==> src/rtl/rces_pkg.sv <==
// rces_pkg: register indexes, map selection codes and the tag word shared by
// the channel shaper top level and its mapping divider. No dependencies.
`timescale 1ns / 1ps

package rces_pkg;

	localparam int CFG_IDX_W = 3;
	localparam int EXPO_W    = 7;
	localparam int GAIN_W    = 10;

	typedef enum logic [CFG_IDX_W-1:0] {
		REG_ANALOG_MODE    = 3'd0,
		REG_ADC_MIN        = 3'd1,
		REG_ADC_MAX        = 3'd2,
		REG_REVERSE_DIR    = 3'd3,
		REG_EXPO_PERCENT   = 3'd4,
		REG_USE_LOW_RATE   = 3'd5,
		REG_LOW_RATE_GAIN  = 3'd6,
		REG_HIGH_RATE_GAIN = 3'd7
	} reg_idx_t;

	localparam logic [EXPO_W-1:0] EXPO_CAP = 7'd100;
	localparam logic [GAIN_W-1:0] GAIN_MIN = 10'd256;

	// how the raw value is formed once the quotient is known
	typedef enum logic [1:0] {
		MAP_DIV  = 2'd0,
		MAP_ONE  = 2'd1,
		MAP_MONE = 2'd2,
		MAP_ZERO = 2'd3
	} map_sel_t;

	typedef struct packed {
		map_sel_t sel;
		logic     analog;
		logic     reverse;
	} map_tag_t;

endpackage

==> src/rtl/rces_div.sv <==
// rces_div: pipelined restoring divider for the linear ADC map, one quotient
// bit per stage after an overflow check. Depends on rces_pkg.
`timescale 1ns / 1ps

module rces_div #(
	parameter int NUM_W = 29,
	parameter int DEN_W = 13,
	parameter int Q_W   = 15
) (
	input  logic                 clk,
	input  logic                 arst_n,
	input  logic                 num_valid,
	output logic                 num_ready,
	input  logic [NUM_W-1:0]     num,
	input  logic [DEN_W-1:0]     den,
	input  rces_pkg::map_tag_t   tag,
	output logic                 quot_valid,
	input  logic                 quot_ready,
	output logic [Q_W-1:0]       quot,
	output logic                 sat,
	output rces_pkg::map_tag_t   quot_tag
);

	localparam int NS = Q_W + 1;

	logic [NS-1:0]      v_s;
	logic [NS:0]        en;
	logic [NUM_W-1:0]   rem_s [Q_W];
	logic [DEN_W-1:0]   den_s [Q_W];
	logic [Q_W-1:0]     q_s   [NS];
	logic               sat_s [NS];
	rces_pkg::map_tag_t tag_s [NS];

	assign en[NS] = quot_ready;

	genvar j;
	generate
		for (j = 0; j < NS; j++) begin : g_en
			assign en[j] = !v_s[j] || en[j+1];
		end
	endgenerate

	// overflow check: quotient of 2**Q_W or more saturates
	always_ff @(posedge clk or negedge arst_n) begin
		if (!arst_n) begin
			v_s[0] <= 1'b0;
		end else if (en[0]) begin
			v_s[0] <= num_valid;
		end
	end

	always_ff @(posedge clk) begin
		if (en[0]) begin
			rem_s[0] <= num;
			den_s[0] <= den;
			q_s[0]   <= '0;
			sat_s[0] <= (num >= (NUM_W'(den) << Q_W));
			tag_s[0] <= tag;
		end
	end

	generate
		for (j = 1; j < NS; j++) begin : g_stage
			logic [NUM_W-1:0] dsh;
			logic             ge;

			assign dsh = NUM_W'(den_s[j-1]) << (Q_W - j);
			assign ge  = (rem_s[j-1] >= dsh);

			always_ff @(posedge clk or negedge arst_n) begin
				if (!arst_n) begin
					v_s[j] <= 1'b0;
				end else if (en[j]) begin
					v_s[j] <= v_s[j-1];
				end
			end

			always_ff @(posedge clk) begin
				if (en[j]) begin
					q_s[j]   <= q_s[j-1] | (Q_W'(ge) << (Q_W - j));
					sat_s[j] <= sat_s[j-1];
					tag_s[j] <= tag_s[j-1];
				end
			end

			if (j < Q_W) begin : g_rem
				always_ff @(posedge clk) begin
					if (en[j]) begin
						rem_s[j] <= ge ? (rem_s[j-1] - dsh) : rem_s[j-1];
						den_s[j] <= den_s[j-1];
					end
				end
			end
		end
	endgenerate

	assign num_ready  = en[0];
	assign quot_valid = v_s[NS-1];
	assign quot       = q_s[NS-1];
	assign sat        = sat_s[NS-1];
	assign quot_tag   = tag_s[NS-1];

endmodule

==> src/rtl/rc_channel_expo_rate_shaper_top.sv <==
// rc_channel_expo_rate_shaper_top: RC channel map, reverse, expo and rate
// pipeline with its configuration registers. Depends on rces_pkg, rces_div.
//
// Usage: one ADC sample word enters on sample_valid/sample_ready and one
// result word (raw_value, reversed_value, shaped_value, signed with
// FRAC_BITS fraction bits) leaves on result_valid/result_ready.
// Registers are written through cfg_write/cfg_index/cfg_data, one per cycle;
// the user must write them only while no word is in flight, since the block
// itself does not enforce this. Throughput: one word per cycle while the
// receiver keeps result_ready high. The divider of the linear map resolves
// one quotient bit per stage, and the cubic term uses two chained multiplies.
// Reset: all stages empty, registers at their defaults (analog mode, full
// ADC span, no reverse, no expo, unity gains).
// Stall: every stage has its own valid bit and holds while the next stage
// is full, so sample_ready stays high until the whole pipeline is full
// behind a stalled receiver; nothing is dropped or repeated.
`timescale 1ns / 1ps

module rc_channel_expo_rate_shaper_top #(
	parameter int ADC_BITS  = 12,
	parameter int FRAC_BITS = 14
) (
	input  logic                                        clk,
	input  logic                                        arst_n,
	input  logic                                        sample_valid,
	output logic                                        sample_ready,
	input  logic [ADC_BITS-1:0]                         sample,
	output logic                                        result_valid,
	input  logic                                        result_ready,
	output logic signed [FRAC_BITS+1:0]                 raw_value,
	output logic signed [FRAC_BITS+1:0]                 reversed_value,
	output logic signed [FRAC_BITS+1:0]                 shaped_value,
	input  logic                                        cfg_write,
	input  logic [rces_pkg::CFG_IDX_W-1:0]              cfg_index,
	input  logic [((ADC_BITS > rces_pkg::GAIN_W) ? ADC_BITS : rces_pkg::GAIN_W)-1:0] cfg_data
);

	localparam int OW       = FRAC_BITS + 2;
	localparam int MW       = FRAC_BITS + 1;
	localparam int NUM_W    = ADC_BITS + FRAC_BITS + 3;
	localparam int DEN_W    = ADC_BITS + 1;
	localparam int ED_W     = OW + 8;
	localparam int ND_W     = FRAC_BITS + 7;
	localparam int RECIP_W  = ND_W - 6;
	localparam int PW       = ND_W + RECIP_W;
	localparam int GP_W     = OW + rces_pkg::GAIN_W + 1;
	localparam int RN_W     = FRAC_BITS + 3;

	localparam logic signed [OW-1:0] Q_ONE  = OW'(longint'(1) << FRAC_BITS);
	localparam logic signed [OW-1:0] Q_HALF = OW'(longint'(1) << (FRAC_BITS - 1));
	localparam logic signed [OW-1:0] S_MIN  = {1'b1, {(OW-1){1'b0}}};
	localparam logic signed [OW-1:0] S_MAX  = {1'b0, {(OW-1){1'b1}}};
	localparam logic [2*MW-1:0]      RND_HALF = (2*MW)'(longint'(1) << (FRAC_BITS - 1));
	localparam logic [RECIP_W-1:0]   RECIP  = RECIP_W'((longint'(1) << ND_W) / 100);
	localparam logic [RN_W-1:0]      RN_TWO = RN_W'(longint'(1) << (FRAC_BITS + 1));

	// configuration registers
	logic                               analog_mode_q;
	logic [ADC_BITS-1:0]                adc_min_q;
	logic [ADC_BITS-1:0]                adc_max_q;
	logic                               reverse_q;
	logic [rces_pkg::EXPO_W-1:0]        expo_q;
	logic                               use_low_q;
	logic [rces_pkg::GAIN_W-1:0]        low_gain_q;
	logic [rces_pkg::GAIN_W-1:0]        high_gain_q;

	always_ff @(posedge clk or negedge arst_n) begin
		if (!arst_n) begin
			analog_mode_q <= 1'b1;
			adc_min_q     <= '0;
			adc_max_q     <= ADC_BITS'(4095);
			reverse_q     <= 1'b0;
			expo_q        <= '0;
			use_low_q     <= 1'b0;
			low_gain_q    <= rces_pkg::GAIN_MIN;
			high_gain_q   <= rces_pkg::GAIN_MIN;
		end else if (cfg_write) begin
			unique case (rces_pkg::reg_idx_t'(cfg_index))
				rces_pkg::REG_ANALOG_MODE: analog_mode_q <= cfg_data[0];
				rces_pkg::REG_ADC_MIN:     adc_min_q     <= cfg_data[ADC_BITS-1:0];
				rces_pkg::REG_ADC_MAX:     adc_max_q     <= cfg_data[ADC_BITS-1:0];
				rces_pkg::REG_REVERSE_DIR: reverse_q     <= cfg_data[0];
				rces_pkg::REG_EXPO_PERCENT: begin
					expo_q <= (cfg_data[rces_pkg::EXPO_W-1:0] > rces_pkg::EXPO_CAP) ?
						rces_pkg::EXPO_CAP : cfg_data[rces_pkg::EXPO_W-1:0];
				end
				rces_pkg::REG_USE_LOW_RATE: use_low_q <= cfg_data[0];
				rces_pkg::REG_LOW_RATE_GAIN: begin
					if (cfg_data[rces_pkg::GAIN_W-1:0] >= rces_pkg::GAIN_MIN) begin
						low_gain_q <= cfg_data[rces_pkg::GAIN_W-1:0];
					end
				end
				rces_pkg::REG_HIGH_RATE_GAIN: begin
					if (cfg_data[rces_pkg::GAIN_W-1:0] >= rces_pkg::GAIN_MIN) begin
						high_gain_q <= cfg_data[rces_pkg::GAIN_W-1:0];
					end
				end
			endcase
		end
	end

	// stage valids and enables
	logic v_s1, v_s2, v_s3, v_s4, v_s5, v_s6, v_s7, v_s8, v_s9, v_s10, v_s11, v_s12;
	logic en_s1, en_s2, en_s3, en_s4, en_s5, en_s6, en_s7, en_s8, en_s9, en_s10, en_s11;
	logic en_s12;
	logic div_ready, div_valid;

	assign en_s12 = !v_s12 || result_ready;
	assign en_s11 = !v_s11 || en_s12;
	assign en_s10 = !v_s10 || en_s11;
	assign en_s9  = !v_s9  || en_s10;
	assign en_s8  = !v_s8  || en_s9;
	assign en_s7  = !v_s7  || en_s8;
	assign en_s6  = !v_s6  || en_s7;
	assign en_s5  = !v_s5  || en_s6;
	assign en_s4  = !v_s4  || en_s5;
	assign en_s3  = !v_s3  || en_s4;
	assign en_s2  = !v_s2  || en_s3;
	assign en_s1  = !v_s1  || div_ready;

	always_ff @(posedge clk or negedge arst_n) begin
		if (!arst_n) begin
			v_s1  <= 1'b0;
			v_s2  <= 1'b0;
			v_s3  <= 1'b0;
			v_s4  <= 1'b0;
			v_s5  <= 1'b0;
			v_s6  <= 1'b0;
			v_s7  <= 1'b0;
			v_s8  <= 1'b0;
			v_s9  <= 1'b0;
			v_s10 <= 1'b0;
			v_s11 <= 1'b0;
			v_s12 <= 1'b0;
		end else begin
			if (en_s1)  v_s1  <= sample_valid;
			if (en_s2)  v_s2  <= div_valid;
			if (en_s3)  v_s3  <= v_s2;
			if (en_s4)  v_s4  <= v_s3;
			if (en_s5)  v_s5  <= v_s4;
			if (en_s6)  v_s6  <= v_s5;
			if (en_s7)  v_s7  <= v_s6;
			if (en_s8)  v_s8  <= v_s7;
			if (en_s9)  v_s9  <= v_s8;
			if (en_s10) v_s10 <= v_s9;
			if (en_s11) v_s11 <= v_s10;
			if (en_s12) v_s12 <= v_s11;
		end
	end

	// s1: offsets from adc_min, span and map selection
	logic signed [ADC_BITS:0] diff, span;
	logic [ADC_BITS-1:0]      dabs_c, sabs_c;
	rces_pkg::map_tag_t       tag_c;
	logic [ADC_BITS-1:0]      dabs_s1, sabs_s1;
	rces_pkg::map_tag_t       tag_s1;

	assign diff = $signed({1'b0, sample}) - $signed({1'b0, adc_min_q});
	assign span = $signed({1'b0, adc_max_q}) - $signed({1'b0, adc_min_q});

	always_comb begin
		dabs_c = diff[ADC_BITS] ? ADC_BITS'(-diff) : diff[ADC_BITS-1:0];
		sabs_c = span[ADC_BITS] ? ADC_BITS'(-span) : span[ADC_BITS-1:0];
		tag_c.analog  = analog_mode_q;
		tag_c.reverse = reverse_q;
		if (!analog_mode_q) begin
			tag_c.sel = sample[0] ? rces_pkg::MAP_ONE : rces_pkg::MAP_ZERO;
		end else if (span == '0) begin
			tag_c.sel = (!diff[ADC_BITS] && (diff != '0)) ? rces_pkg::MAP_ONE :
				rces_pkg::MAP_MONE;
		end else if (diff[ADC_BITS] != span[ADC_BITS]) begin
			tag_c.sel = rces_pkg::MAP_MONE;
		end else begin
			tag_c.sel = rces_pkg::MAP_DIV;
		end
	end

	always_ff @(posedge clk) begin
		if (en_s1) begin
			dabs_s1 <= dabs_c;
			sabs_s1 <= sabs_c;
			tag_s1  <= tag_c;
		end
	end

	// divider: (4*|diff|*ONE + |span|) / (2*|span|)
	logic [NUM_W-1:0]    div_num;
	logic [DEN_W-1:0]    div_den;
	logic [MW-1:0]       dquot;
	logic                dsat;
	rces_pkg::map_tag_t  dtag;

	assign div_num = NUM_W'({dabs_s1, {(FRAC_BITS+2){1'b0}}}) + NUM_W'(sabs_s1);
	assign div_den = {sabs_s1, 1'b0};

	rces_div #(
		.NUM_W (NUM_W),
		.DEN_W (DEN_W),
		.Q_W   (MW)
	) u_div (
		.clk        (clk),
		.arst_n     (arst_n),
		.num_valid  (v_s1),
		.num_ready  (div_ready),
		.num        (div_num),
		.den        (div_den),
		.tag        (tag_s1),
		.quot_valid (div_valid),
		.quot_ready (en_s2),
		.quot       (dquot),
		.sat        (dsat),
		.quot_tag   (dtag)
	);

	// s2: raw and reversed value
	logic signed [OW-1:0] raw_c, rev_c;
	logic signed [OW-1:0] raw_s2, rev_s2;

	always_comb begin
		case (dtag.sel)
			rces_pkg::MAP_DIV:  raw_c = dsat ? Q_ONE : ($signed(OW'(dquot)) - Q_ONE);
			rces_pkg::MAP_ONE:  raw_c = Q_ONE;
			rces_pkg::MAP_MONE: raw_c = -Q_ONE;
			default:            raw_c = '0;
		endcase
		if (!dtag.reverse) begin
			rev_c = raw_c;
		end else if (dtag.analog) begin
			rev_c = -raw_c;
		end else begin
			rev_c = (raw_c >= Q_HALF) ? '0 : Q_ONE;
		end
	end

	always_ff @(posedge clk) begin
		if (en_s2) begin
			raw_s2 <= raw_c;
			rev_s2 <= rev_c;
		end
	end

	// s3: magnitude and square
	logic [MW-1:0]        m_c;
	logic [MW-1:0]        m_s3;
	logic                 neg_s3;
	logic [2*MW-1:0]      sq_s3;
	logic signed [OW-1:0] raw_s3, rev_s3;

	assign m_c = rev_s2[OW-1] ? MW'(-rev_s2) : MW'(rev_s2);

	always_ff @(posedge clk) begin
		if (en_s3) begin
			m_s3   <= m_c;
			neg_s3 <= rev_s2[OW-1];
			sq_s3  <= m_c * m_c;
			raw_s3 <= raw_s2;
			rev_s3 <= rev_s2;
		end
	end

	// s4: round square, cube
	logic [2*MW-1:0]      sqr_c;
	logic [MW-1:0]        m_s4;
	logic                 neg_s4;
	logic [2*MW-1:0]      cu_s4;
	logic signed [OW-1:0] raw_s4, rev_s4;

	assign sqr_c = sq_s3 + RND_HALF;

	always_ff @(posedge clk) begin
		if (en_s4) begin
			m_s4   <= m_s3;
			neg_s4 <= neg_s3;
			cu_s4  <= sqr_c[FRAC_BITS +: MW] * m_s3;
			raw_s4 <= raw_s3;
			rev_s4 <= rev_s3;
		end
	end

	// s5: expo weight times (cube - linear)
	logic [2*MW-1:0]        cur_c;
	logic signed [OW-1:0]   dlt_c;
	logic [MW-1:0]          m_s5;
	logic                   neg_s5;
	logic signed [ED_W-1:0] ed_s5;
	logic signed [OW-1:0]   raw_s5, rev_s5;

	assign cur_c = cu_s4 + RND_HALF;
	assign dlt_c = $signed(OW'(cur_c[FRAC_BITS +: MW])) - $signed(OW'(m_s4));

	always_ff @(posedge clk) begin
		if (en_s5) begin
			m_s5   <= m_s4;
			neg_s5 <= neg_s4;
			ed_s5  <= $signed({1'b0, expo_q}) * dlt_c;
			raw_s5 <= raw_s4;
			rev_s5 <= rev_s4;
		end
	end

	// s6: numerator 100*m + e*(m3-m) + 50
	logic signed [ED_W-1:0] m_ext, nsum_c;
	logic [ND_W-1:0]        num_s6;
	logic                   neg_s6;
	logic signed [OW-1:0]   raw_s6, rev_s6;

	assign m_ext  = $signed(ED_W'(m_s5));
	assign nsum_c = (m_ext <<< 6) + (m_ext <<< 5) + (m_ext <<< 2) + ed_s5 + ED_W'(50);

	always_ff @(posedge clk) begin
		if (en_s6) begin
			num_s6 <= nsum_c[ND_W-1:0];
			neg_s6 <= neg_s5;
			raw_s6 <= raw_s5;
			rev_s6 <= rev_s5;
		end
	end

	// s7: reciprocal multiply for the divide by one hundred
	logic [PW-1:0]        prod_s7;
	logic [ND_W-1:0]      num_s7;
	logic                 neg_s7;
	logic signed [OW-1:0] raw_s7, rev_s7;

	always_ff @(posedge clk) begin
		if (en_s7) begin
			prod_s7 <= num_s6 * RECIP;
			num_s7  <= num_s6;
			neg_s7  <= neg_s6;
			raw_s7  <= raw_s6;
			rev_s7  <= rev_s6;
		end
	end

	// s8: estimate and remainder
	logic [MW-1:0]        q0_c;
	logic [ND_W-1:0]      r_c;
	logic [MW-1:0]        q0_s8;
	logic [7:0]           r_s8;
	logic                 neg_s8;
	logic signed [OW-1:0] raw_s8, rev_s8;

	assign q0_c = prod_s7[ND_W +: MW];
	assign r_c  = num_s7 - (ND_W'(q0_c) * ND_W'(100));

	always_ff @(posedge clk) begin
		if (en_s8) begin
			q0_s8  <= q0_c;
			r_s8   <= r_c[7:0];
			neg_s8 <= neg_s7;
			raw_s8 <= raw_s7;
			rev_s8 <= rev_s7;
		end
	end

	// s9: correct estimate, apply inverted sign
	logic [MW-1:0]        t_c;
	logic signed [OW-1:0] y_s9;
	logic signed [OW-1:0] raw_s9, rev_s9;

	assign t_c = (r_s8 >= 8'd100) ? (q0_s8 + MW'(1)) : q0_s8;

	always_ff @(posedge clk) begin
		if (en_s9) begin
			y_s9   <= neg_s8 ? $signed(OW'(t_c)) : -$signed(OW'(t_c));
			raw_s9 <= raw_s8;
			rev_s9 <= rev_s8;
		end
	end

	// s10: rate gain
	logic [rces_pkg::GAIN_W-1:0] gain_c;
	logic signed [GP_W-1:0]      gp_s10;
	logic signed [OW-1:0]        raw_s10, rev_s10;

	assign gain_c = use_low_q ? low_gain_q : high_gain_q;

	always_ff @(posedge clk) begin
		if (en_s10) begin
			gp_s10  <= y_s9 * $signed({1'b0, gain_c});
			raw_s10 <= raw_s9;
			rev_s10 <= rev_s9;
		end
	end

	// s11: round magnitude to FRAC_BITS fraction bits (Q14 at the default)
	logic [GP_W-1:0]      mag_c, rsum_c;
	logic [RN_W-1:0]      rnd_s11;
	logic                 sgn_s11;
	logic signed [OW-1:0] raw_s11, rev_s11;

	assign mag_c  = gp_s10[GP_W-1] ? GP_W'(-gp_s10) : GP_W'(gp_s10);
	assign rsum_c = mag_c + GP_W'(128);

	always_ff @(posedge clk) begin
		if (en_s11) begin
			rnd_s11 <= rsum_c[8 +: RN_W];
			sgn_s11 <= gp_s10[GP_W-1];
			raw_s11 <= raw_s10;
			rev_s11 <= rev_s10;
		end
	end

	// s12: saturate, output register
	logic signed [OW-1:0] shaped_c;
	logic signed [OW-1:0] shaped_s12, raw_s12, rev_s12;

	always_comb begin
		if (sgn_s11) begin
			shaped_c = (rnd_s11 > RN_TWO) ? S_MIN : -$signed(OW'(rnd_s11));
		end else begin
			shaped_c = (rnd_s11 >= RN_TWO) ? S_MAX : $signed(OW'(rnd_s11));
		end
	end

	always_ff @(posedge clk) begin
		if (en_s12) begin
			shaped_s12 <= shaped_c;
			raw_s12    <= raw_s11;
			rev_s12    <= rev_s11;
		end
	end

	assign sample_ready   = en_s1;
	assign result_valid   = v_s12;
	assign raw_value      = raw_s12;
	assign reversed_value = rev_s12;
	assign shaped_value   = shaped_s12;

	a_raw_range: assert property (@(posedge clk) disable iff (!arst_n)
		result_valid |-> (raw_value <= Q_ONE && raw_value >= -Q_ONE))
		else $error("raw value outside unit range");

	a_digital_level: assert property (@(posedge clk) disable iff (!arst_n)
		(result_valid && !analog_mode_q) |-> (raw_value == '0 || raw_value == Q_ONE))
		else $error("digital raw value not a level");

	a_analog_reverse: assert property (@(posedge clk) disable iff (!arst_n)
		(result_valid && analog_mode_q && reverse_q) |-> (reversed_value == -raw_value))
		else $error("analog reversal not a negation");

	a_centre_zero: assert property (@(posedge clk) disable iff (!arst_n)
		(result_valid && reversed_value == '0) |-> (shaped_value == '0))
		else $error("centred stick gives non-zero output");

	a_empty_ready: assert property (@(posedge clk) disable iff (!arst_n)
		!result_valid |-> sample_ready)
		else $error("input held off with empty output stage");

endmodule

==> config.mk <==
export PLATFORM = sky130hd
export DESIGN_NAME = rc_channel_expo_rate_shaper_top
export DESIGN_NICKNAME = d
export VERILOG_FILES = /design/src/rtl/rces_pkg.sv /design/src/rtl/rces_div.sv /design/src/rtl/rc_channel_expo_rate_shaper_top.sv
export SDC_FILE = /design/constraint.sdc
export NUM_CORES = 2
export LEC_CHECK = 0
export BUFFER_PORTS_ARGS = -buffer_cell sky130_fd_sc_hd__buf_2
export CAP_MARGIN = 20
export CORE_ASPECT_RATIO = 1.1
export CORE_MARGIN = 2
export CORE_UTILIZATION = 45
export DETAILED_ROUTE_END_ITERATION = 8
export PLACE_DENSITY = 0.65
export SYNTH_ARGS = -nofsm -noshare
export SYNTH_HDL_FRONTEND = slang
export SYNTH_SLANG_ARGS = --single-unit
==> constraint.sdc <==
create_clock -name clk -period 10.5 [get_ports clk]
set_input_delay 0.525 -clock clk [delete_from_list [all_inputs] [get_ports clk]]
set_output_delay 0.525 -clock clk [all_outputs]
set_load 0.05 [all_outputs]
==> results.txt <==
The run finished with clean final reports. The share of the synthesized area in the top cell type is 0.430. The total cell area at the placement stage came out at 94000 um^2.

In the final layout, the share of cells above drive strength 1 is 0.0711. The category of the critical setup timing path is flip-flop to flip-flop. The starting DRC count in detailed routing came out at 3085. The endpoint of the worst-slack reg-to-reg timing path is sq_s3[27]. The endpoint arrival time on the critical path came out at 9920 ps. Max-cap violations in this run came to 0. The number of sinks on the clock net is 1375. The clock-pin slew on the worst setup and hold paths is 60 ps. TritonCTS built the clock tree. The total non-filler cell area in the finished layout is 99300 um^2. At the later pin of the worst-skew pair, clock insertion delay measures 790 ps.

The relative max-transition margin is 0.304. The part of the Yosys area used for sequential elements came out at 0.453. Setup repair after global routing left no endpoint under its margin.

The number of buffers and inverters on the critical path is 7. The final standard cell count with taps included and fillers excluded is 10548. The post-synthesis cell count is 7649.

By count the netlist is led by edfxtp_1 (1293), inv_1 (1153), ha_1 (716). The pin count of the biggest net entering global routing came out at 69. The final cycle utilization of the critical path came out at 0.895. By area the synthesized netlist is led by edfxtp_1 (43%), fa_1 (15%), ha_1 (9.9%), inv_1 (4.8%), xnor2_1 (3.0%).

The number of detailed-route iterations in the first pass came out at 6. At the pin with the least slew margin, the transition time is 1040 ps. For this run, the leading register cell type out of synthesis is edfxtp_1. The die area is 204000 um^2. The area of the mapped netlist is 90400 um^2. Timing would allow up to 106 MHz.

The first global-routing pass estimated 303 mm of wire. The proportion of register bits with asynchronous set or reset after synthesis is 0.0596. The maximum single-stage delay on the critical path is 710 ps. The number of global-route vias before repair was 57920. The slowest cell on the critical path is a211oi_1.

The min-delay analysis places its worst path in the category input port to flip-flop. Of all nets on the critical path, the largest fanout is 12. In this run the number of H-tree levels came out at 4.

The net count of the finished layout is 9246. The total number of vias came out at 55636. The residual DRC count is 0.

The total length of routed wires is 185 mm. In this run the standard cell core region covers 200000 um^2. The post-synthesis average cell area came out at 11.8 um^2. Including well taps, the total number of placed cells is 10258. The area overhead of the layout relative to synthesis came out at 9.90%.

The count of cells along the worst register-to-register path is 30. In the post-synthesis netlist, the cell with the most instances is edfxtp_1. Adding up every negative setup slack in the final design gives 0 ps. The worst flop-to-flop path startpoint is rev_s2[0]. The final critical delay including setup and external delays came out at 9400 ps. The total count of hold-check failures in the final report was 0. The post-synth net total came out at 9086.

The number of antenna violations at the first check in global routing is 5. The origin of the worst min-delay path is cfg_data[8]. The number of warnings reported in the yosys synthesis log came out at 0.

Once the clock tree was built, the setup fixing pass inserted 0 buffers. Dividing the detail-routed wire length by the instance count gives 17.5 um. The total congestion overflow is 0. The number of pins with negative max-slew slack in the final report is 0. Data on the critical path is required at its endpoint by 11030 ps. The floorplan step set the die width to 431 um. The routability congestion estimate from global placement came out at 0.880. The initial utilization of the core area, before any placement, comes to 0.452. The register-to-register setup slack is 1100 ps. The antenna violation net count after detailed routing came out at 0.

The post-synthesis cell type count is 89. The ratio of routed vias to standard cells came out at 5.27. The cell sitting at the root of the clock tree is a clkbuf_16. For hold timing, the worst endpoint is adc_min_q[8].

The worst hold path passes through 3 cells. The vertical die dimension is 474 um. Summed over all instances, the cell type with the most area after synthesis is edfxtp_1. The total number of placement rows came out at 172. In this run the tool buffered the top-level ports with 81 buffer cells.

Broken down by cell family, the worst path's largest delay share belongs to adder cells. The number of enable-type register cells in the synthesized netlist came out at 1293. The clock arrives with 41.3 ps of skew. Counting along the longest clock path gives a buffer depth of 3. The number of storage elements in the synthesis netlist is 1375. In the global route stage, overall resource usage came out at 0.185. The number of primary I/O pins is 82. The HPWL reported at the end of detailed placement came out at 142 mm. The worst setup path is launched from a flip-flop. The total setup violations reported at the end of the flow came out at 0. STA classifies the critical path endpoint as a flip-flop.

The number of clock buffers inserted by TritonCTS is 150.
## sequential cells by signal, summed over array words and instances (netlist names), 17 cells and up
signal / flops
u_div.den_s: 99
gp_s10: 26
u_div.rem_s: 380
ed_s5: 21
u_div.q_s: 120
num_s6: 21
rnd_s11: 17
u_div.tag_s: 64
## cell usage in the layout, fill, tap and decap left out, types with 67 or more instances in the layout
master / netlist / routed
a21o_1: 86 / 86
clkbuf_16: 0 / 154
mux2_2: 98 / 98
fa_1: 689 / 689
nor3_1: 124 / 124
buf_2: 7 / 80
xor2_1: 171 / 171
o21ai_0: 256 / 256
a21oi_1: 234 / 234
ha_1: 716 / 716
xnor2_1: 308 / 307
nand2_1: 570 / 564
nand2b_1: 81 / 80
dfrtp_1: 67 / 67
inv_1: 1153 / 1148
nor2b_1: 149 / 149
nand3_1: 115 / 109
edfxtp_1: 1293 / 1293
nor2_1: 385 / 385
and2_1: 237 / 237
## area by class of cell
class                           instances  area (um^2)
Fill cell                           17388       100000
Multi-Input combinational cell       4971        44600
Sequential cell                      1375        40900
Inverter                             1160         4350
Clock buffer                          178         3970
Tap cell                             2610         3270
Clock inverter                         99         1170
Timing Repair Buffer                  151         1000
Antenna cell                            4         10.0
## cells by family after synthesis
family,synth area share
multiplexers,0.0156
buffers and inverters,0.0544
XOR/XNOR,0.0464
AO/OA/AOI/OAI,0.0655
AND/OR/NAND/NOR,0.114
flip-flops,0.453
adder cells (fa/ha/maj),0.252
## tightest hold or removal path: cells and delay by family
| kind | cells | cell delay (ps) |
|---|---|---|
| AND/OR/NAND/NOR | 1 | 70 |
| AO/OA/AOI/OAI | 1 | 70 |
| buffers and inverters | 1 | 170 |
## what timing repair did
| item | in CTS | in global routing |
|---|---|---|
| hold buffers | 4 | 0 |
| gates resized for setup | 0 | 0 |
| endpoints found under the hold margin | 33 | 0 |
## metrics by stage
step | util | hold WS (ps) | setup slack (ps)
after floorplan | - | 229 | 967
after global placement | 0.471 | 400 | 1240
after detailed placement | 0.471 | 405 | 1140
after CTS | 0.497 | 26.5 | 1150
after global routing | 0.497 | 79.1 | 391
final | 0.497 | 93.4 | 1100
## per-layer routing
metal  GRT usage  up-vias  wire length [um]  part of all wire
met5           0        -                 0                 0
met4      0.0590        0              5530             0.030
met3      0.0246      320              7820             0.042
met2       0.325     1203             92300              0.50
met1       0.236    27612             79100              0.43
li1            -    26501                 -                 -
## worst max-delay path by stage
stage               slack [ps]  cells after the start          to          from
global route               390                     30   sq_s3[27]     rev_s2[0]
global placement          1240                     30   sq_s3[27]     rev_s2[0]
finish                    1100                     30   sq_s3[27]     rev_s2[0]
floorplan                  970                     10  dabs_s1[0]  result_valid
CTS                       1150                     30   sq_s3[27]     rev_s2[0]
detailed placement        1140                     30   sq_s3[27]     rev_s2[0]
Power is not shown: default switching activity piles up to over one toggle a cycle in this logic, so the estimate is an artifact.
